## src/rtl/dpw_pkg.sv

```systemverilog
// shared types, widths and constants for the depth pixel to world point datapath
package dpw_pkg;

    // field and datapath widths
    localparam int DEPTH_W    = 16;
    localparam int UV_W       = 16;
    localparam int SUMSQ_W    = 32;
    localparam int SQ_FRAC    = 26;
    localparam int RAD_W      = SUMSQ_W + SQ_FRAC;
    localparam int ROOT_W     = 29;
    localparam int SQ_STAGES  = ROOT_W;
    localparam int REM_W      = 32;
    localparam int DEN_W      = 39;
    localparam int NUM_SHIFT  = 46;
    localparam int NUM_W      = DEPTH_W + NUM_SHIFT;
    localparam int QUO_W      = 27;
    localparam int DIV_STAGES = QUO_W;
    localparam int DREM_W     = DEN_W + 1;
    localparam int PM_W       = QUO_W + UV_W;
    localparam int CAM_FRAC   = 13;
    localparam int CAM_W      = 31;
    localparam int ZC_W       = QUO_W + 1;
    localparam int COEF_W     = 20;
    localparam int ROW_W      = 3 * COEF_W;
    localparam int OFF_W      = 32;
    localparam int PROD_W     = COEF_W + CAM_W;
    localparam int ACC_W      = 56;
    localparam int ACC_FRAC   = 20;
    localparam int RND_W      = ACC_W - ACC_FRAC;
    localparam int WORLD_W    = 32;
    localparam int CFG_IDX_W  = 3;

    // arithmetic constants
    localparam logic [SUMSQ_W-1:0] SUMSQ_ONE  = SUMSQ_W'(64'd1 << SQ_FRAC);
    localparam logic [DEN_W-1:0]   DEN_SCALE  = DEN_W'(1000);
    localparam logic [PM_W-1:0]    CAM_HALF   = PM_W'(64'd1 << (CAM_FRAC - 1));
    localparam logic [ACC_W-1:0]   ACC_HALF   = ACC_W'(64'd1 << (ACC_FRAC - 1));
    localparam logic [RND_W-1:0]   POS_LIMIT  = RND_W'(64'h7FFF_FFFF);
    localparam logic [RND_W-1:0]   NEG_LIMIT  = RND_W'(64'h8000_0000);
    localparam logic [WORLD_W-1:0] WORLD_MAX  = 32'h7FFF_FFFF;
    localparam logic [WORLD_W-1:0] WORLD_MIN  = 32'h8000_0000;

    // register reset values
    localparam logic [DEPTH_W-1:0] DEPTH_LIMIT_RESET = 16'd64000;
    localparam logic [ROW_W-1:0]   ROW_X_RESET = ROW_W'(64'd1 << 16);
    localparam logic [ROW_W-1:0]   ROW_Y_RESET = ROW_W'(64'd1 << 36);
    localparam logic [ROW_W-1:0]   ROW_Z_RESET = ROW_W'(64'd1 << 56);

    // configuration register indexes
    typedef enum logic [CFG_IDX_W-1:0] {
        CFG_DEPTH_LIMIT = 3'd0,
        CFG_ROW_X       = 3'd1,
        CFG_ROW_Y       = 3'd2,
        CFG_ROW_Z       = 3'd3,
        CFG_OFFSET_X    = 3'd4,
        CFG_OFFSET_Y    = 3'd5,
        CFG_OFFSET_Z    = 3'd6
    } cfg_idx_t;

    // input request payload
    typedef struct packed {
        logic [DEPTH_W-1:0]      depth_mm;
        logic signed [UV_W-1:0]  unproj_u;
        logic signed [UV_W-1:0]  unproj_v;
        logic                    frame_end_in;
    } pixel_in_t;

    // output request payload
    typedef struct packed {
        logic signed [WORLD_W-1:0] world_x;
        logic signed [WORLD_W-1:0] world_y;
        logic signed [WORLD_W-1:0] world_z;
        logic                      depth_rejected;
        logic                      frame_end_out;
    } point_out_t;

    // per-pixel data that rides along the pipeline
    typedef struct packed {
        logic [DEPTH_W-1:0]      depth;
        logic signed [UV_W-1:0]  u;
        logic signed [UV_W-1:0]  v;
        logic                    rejected;
        logic                    frame_end;
    } side_t;

    // transform registers handed to the back end
    typedef struct packed {
        logic [ROW_W-1:0]        row_x;
        logic [ROW_W-1:0]        row_y;
        logic [ROW_W-1:0]        row_z;
        logic signed [OFF_W-1:0] off_x;
        logic signed [OFF_W-1:0] off_y;
        logic signed [OFF_W-1:0] off_z;
    } xform_cfg_t;

endpackage

```

## src/rtl/dpw_sqrt.sv

```systemverilog
// pipelined integer square root of sum_sq * 2^26, one root bit per stage
module dpw_sqrt (
    input  logic                              clk,
    input  logic                              rst_n,
    input  logic                              advance,
    input  logic                              in_valid,
    input  dpw_pkg::side_t                    side_in,
    input  logic [dpw_pkg::SUMSQ_W-1:0]       sum_sq,
    output logic                              out_valid,
    output dpw_pkg::side_t                    side_out,
    output logic [dpw_pkg::ROOT_W-1:0]        root
);

    localparam int N = dpw_pkg::SQ_STAGES;

    logic                            valid_reg [N];
    dpw_pkg::side_t                  side_reg  [N];
    logic [dpw_pkg::REM_W-1:0]       rem_reg   [N];
    logic [dpw_pkg::ROOT_W-1:0]      root_reg  [N];
    logic [dpw_pkg::RAD_W-1:0]       rad_reg   [N];

    logic                            src_valid [N];
    dpw_pkg::side_t                  src_side  [N];
    logic [dpw_pkg::REM_W-1:0]       src_rem   [N];
    logic [dpw_pkg::ROOT_W-1:0]      src_root  [N];
    logic [dpw_pkg::RAD_W-1:0]       src_rad   [N];

    logic [dpw_pkg::REM_W-1:0]       cur       [N];
    logic [dpw_pkg::REM_W-1:0]       trial     [N];
    logic                            take      [N];
    logic [dpw_pkg::REM_W-1:0]       rem_next  [N];
    logic [dpw_pkg::ROOT_W-1:0]      root_next [N];
    logic [dpw_pkg::RAD_W-1:0]       rad_next  [N];

    // each stage brings down two radicand bits and tries 4*root+1
    always_comb
    begin
        src_valid[0] = in_valid;
        src_side[0]  = side_in;
        src_rem[0]   = '0;
        src_root[0]  = '0;
        src_rad[0]   = {sum_sq, {dpw_pkg::SQ_FRAC{1'b0}}};
        for (int k = 1; k < N; k++)
        begin
            src_valid[k] = valid_reg[k-1];
            src_side[k]  = side_reg[k-1];
            src_rem[k]   = rem_reg[k-1];
            src_root[k]  = root_reg[k-1];
            src_rad[k]   = rad_reg[k-1];
        end
        for (int k = 0; k < N; k++)
        begin
            cur[k]   = {src_rem[k][dpw_pkg::REM_W-3:0],
                        src_rad[k][dpw_pkg::RAD_W-1 -: 2]};
            trial[k] = {{(dpw_pkg::REM_W - dpw_pkg::ROOT_W - 2){1'b0}},
                        src_root[k], 2'b01};
            take[k]  = cur[k] >= trial[k];
            rem_next[k]  = take[k] ? (cur[k] - trial[k]) : cur[k];
            root_next[k] = {src_root[k][dpw_pkg::ROOT_W-2:0], take[k]};
            rad_next[k]  = {src_rad[k][dpw_pkg::RAD_W-3:0], 2'b00};
        end
    end

    // stage valids
    always_ff @(posedge clk or negedge rst_n)
    begin
        if (!rst_n)
        begin
            for (int k = 0; k < N; k++)
            begin
                valid_reg[k] <= 1'b0;
            end
        end
        else if (advance)
        begin
            for (int k = 0; k < N; k++)
            begin
                valid_reg[k] <= src_valid[k];
            end
        end
    end

    // stage payload
    always_ff @(posedge clk)
    begin
        if (advance)
        begin
            for (int k = 0; k < N; k++)
            begin
                side_reg[k] <= src_side[k];
                rem_reg[k]  <= rem_next[k];
                root_reg[k] <= root_next[k];
                rad_reg[k]  <= rad_next[k];
            end
        end
    end

    assign out_valid = valid_reg[N-1];
    assign side_out  = side_reg[N-1];
    assign root      = root_reg[N-1];

endmodule

```

## config.mk

```make
export PLATFORM = sky130hd
export DESIGN_NAME = dpw_sqrt
export DESIGN_NICKNAME = d
export VERILOG_FILES = /design/src/rtl/dpw_pkg.sv /design/src/rtl/dpw_sqrt.sv
export SDC_FILE = /design/constraint.sdc
export NUM_CORES = 2
export LEC_CHECK = 0
export ABC_AREA = 1
export BUFFER_PORTS_ARGS = -buffer_cell sky130_fd_sc_hd__buf_2
export CAP_MARGIN = 20
export CORE_UTILIZATION = 25
export CTS_CLUSTER_DIAMETER = 30
export DETAILED_ROUTE_END_ITERATION = 16
export PLACE_DENSITY_LB_ADDON = 0.2
export SLEW_MARGIN = 10
export SYNTH_ARGS = -nofsm -noshare
export SYNTH_HDL_FRONTEND = slang
export SYNTH_MEMORY_MAX_BITS = 65536
export SYNTH_SLANG_ARGS = --single-unit
```

## constraint.sdc

```tcl
create_clock -name clk -period 2.6 [get_ports clk]
set_input_delay 0.13 -clock clk [delete_from_list [all_inputs] [get_ports clk]]
set_output_delay 0.13 -clock clk [all_outputs]
set_load 0.01 [all_outputs]
```

==> impl_metrics.py <==
metrics = {
    "clocking": {
        "cts.sinks": 2940,
        "numCtsBuffers": 742,
        "insertion_delay_ns": 1.07,
        "clk_path_buf_depth": 4,
        "clk_pin_slew_worst_paths_ns": 0.04,
        "htree_levels": 6,
        "root_buffer": "clkbuf_16",
        "cts_tree": "done",
    },
    "cells_and_area": {
        "stdcell_area_um2": 177000,
        "utilization_pct": 32.7,
        "syn_to_final_growth_pct": 30.0,
        "largest_register_ffs": 1450,
        "final_common_cell": "nand2_1",
        "drive_above_1_share_pct": 13.2,
        "instances_no_fill": 22300,
        "nets": 15000,
        "final_cell_mix": "3922 x nand2_1, 2911 x edfxtp_1, 2116 x inv_1, 946 x nor2_1, 750 x nand3_1",
    },
    "placed_design": {
        "place.detailed.hpwl_um": 275000,
        "place_area_um2": 149000,
        "dpl.cell_count": 20800,
        "io_buffers": 165,
        "routabilityCongestion": 0.871,
    },
    "setup_path": {
        "criticalPathCategory": "reg2reg",
        "worstPathCellList": "ha_1 -> buf_4 -> nand2_1 -> inv_1 -> a21oi_1 -> nand3_1 -> a21oi_2 -> or2_2 -> nand2_1",
        "cp-startpoint": "rem_reg[0][359]",
        "r2r-start": "rem_reg[0][359]",
        "crit_path_start_kind": "register",
        "slowest_stage": "edfxtp_1",
        "cp-end-kind": "register",
        "slowest_delay_ns": 0.48,
        "rrSetupSlack_ns": 0.09,
        "critPathRequiredTime_ns": 3.36,
        "cpMostUsedCell": "nand2_1",
        "critPathMaxFanout": 5,
        "cp.arrival_ns": 3.27,
    },
    "floorplanning": {
        "core_area_um2": 542000,
        "initial_core_util_pct": 25.1,
        "die_area_um2": 548000,
        "die_w_um": 740,
        "num_rows": 270,
        "io_pins": 166,
        "fp.dieH_um": 740,
    },
    "timing": {
        "finalCriticalPeriod_ns": 2.51,
        "tns_ns": 0,
        "clock_skew_ns": 0.0611,
        "setup_viol": 0,
        "timing.fmax_mhz": 399,
        "slew_headroom_pct": 53.6,
        "hold_viol": 0,
        "tightest_slew_ns": 0.697,
        "fin_crit_sh_pct": 96.4,
        "drv_slew": 0,
        "rsz0062_at_grt": "no",
    },
    "synthesis": {
        "synthArstFlopShare_pct": 0.986,
        "synth_cells": 13100,
        "ys.flop_type": "edfxtp_1",
        "syn_area_per_cell_um2": 10.4,
        "ys.warnings.count": 0,
        "synth_cell_types": 57,
        "synth_nets": 13700,
        "ys_seq_elements": 2940,
        "synth-edff-count": 2911,
        "seq_area_frac_synth_pct": 64.7,
        "netlist_area_um2": 136000,
    },
    "run": {
        "maxCapViolCount": 0,
    },
    "routing": {
        "post_drt_wl_per_cell_um": 16.4,
        "routed_wl_um": 367000,
        "vias_per_cell": 4.12,
        "drc_errors": 0,
        "ant_nets": 0,
        "dr.first_iter.drc_count": 5674,
        "vias": 92100,
        "first_pass_iters": 6,
    },
    "global_routing": {
        "grt_antenna_before_repair": 7,
        "grt-ovfl-total": 0,
        "grt_max_degree": 116,
        "track_usage_pct": 13.0,
        "grt_pass1_vias": 92500,
        "grt_pass1_wl_um": 554000,
    },
    "power": {
        "sw_frac_of_total_pct": 26.2,
        "p_comb_share_pct": 12.5,
        "p_switching_uw": 45700,
        "ir_worst_vdd_v": 0.000673,
        "p_leak_uw": 0.0745,
        "powerDensity_nw_per_um2": 985,
        "seq_power_share_pct": 34.8,
        "internal-power_uw": 129000,
        "clockPowerShare_pct": 52.7,
        "finalPower_uw": 174000,
    },
    "run_status": {
        "run_status": "completed",
    },
    "min_path": {
        "holdCritPathClass": "in2async",
    },
}
-- kinds of logic (layout without fill, tap and decap cells) --
logic type                 count (synthesis)  in the layout  share of synthesized area [%]
buffers and inverters                   2312           4333                           6.73
AOI/OAI and AO/OA                        915            915                           3.55
muxes                                      1              1                        0.00827
other                                      1              2                        0.00275
adders and majority gates                453            453                           4.23
xor gates and xnor gates                 309            309                           1.99
and+or+nand+nor                         6184           6184                           18.7
DFF                                     2940           2940                           64.7
-- per-layer routing --
layer  vias up  share of wire (%)  global-route usage [%]
met1     43100                 44                    16.3
li1      46500                  -                       -
met3       625                4.2                    2.24
met4         0                3.1                    4.45
met5         -                  0                       0
met2      1875                 49                    22.5
-- what timing repair did --
item | 4_1_cts | 5_1_grt
setup endpoints to repair | 24 | 247
endpoints found under the hold margin | 1440 | 0
setup buffers | 0 | 6
hold buffers | 174 | 0
pin swaps | 0 | 2
resized for setup | 5 | 79
-- power by group through the flow --
stage,sequential [µW],combinational (µW),clock [µW]
5_1_grt,61000,24700,96900
2_1_floorplan,59600,13900,0
4_1_cts,60800,21900,94400
6_report,60600,21800,91900
3_5_place_dp,61500,21600,0
3_3_place_gp,61600,21600,0
-- worst max-delay path, delay by kind of cell, from the launching register on --
family	cells	cell delay [ns]
buffers and inverters	2	0.21
AOI/OAI and AO/OA	2	0.56
DFF	1	0.48
and+or+nand+nor	4	0.60
adders and majority gates	1	0.37
-- final cells by class --
class                      instances  area, µm²
timing repair buffer             804       7060
inverter                        2158       8120
multi-input combinational       7863      39000
tap                             7208       9020
clock inverter                   526       6500
antenna                            1       2.50
clock buffer                     845      19100
fill                           55000     365000
sequential                      2940      88100
-- cell usage after synthesis, types with 29 or more instances --
| library cell | instances | share of area [%] |
|---|---|---|
| dfrtp_1 | 29 | 0.53 |
| nor2_1 | 961 | 2.6 |
| or2_2 | 30 | 0.14 |
| a21oi_1 | 490 | 1.8 |
| xor2_1 | 182 | 1.2 |
| nor3_1 | 146 | 0.54 |
| o21ai_0 | 226 | 0.83 |
| inv_1 | 2118 | 5.8 |
| nand3b_1 | 77 | 0.42 |
| buf_2 | 57 | 0.21 |
| ha_1 | 441 | 4.1 |
| o21ai_1 | 115 | 0.42 |
| nand3_1 | 750 | 2.8 |
| nand4_1 | 187 | 0.86 |
| xnor2_1 | 127 | 0.82 |
| edfxtp_1 | 2911 | 64 |
| buf_4 | 69 | 0.38 |
| nand2_1 | 3934 | 11 |
| inv_2 | 37 | 0.10 |
-- path summary, 6_finish.rpt --
| check | end | cells after the start |
|---|---|---|
| worst max-delay path | rem_reg[0][403] | 9 |
| worst min-delay path | src_valid[12] | 4 |
| worst max register to register | rem_reg[0][403] | 9 |
| worst min register to register | side_reg[0][776] | 0 |
| max in group asynchronous | src_valid[19] | 4 |
| min in group clk | side_reg[0][174] | 2 |
-- stage by stage --
stage	setup WS [ns]	hold slack, ns
6_report	0.0941	0.164
5_1_grt	0.0000984	0.0993
4_1_cts	0.0164	0.0334
3_5_place_dp	-0.0746	0.211
3_3_place_gp	-0.0662	0.209
2_1_floorplan	0.333	-0.166
No activity file was read; power rests on OpenSTA's default activity.
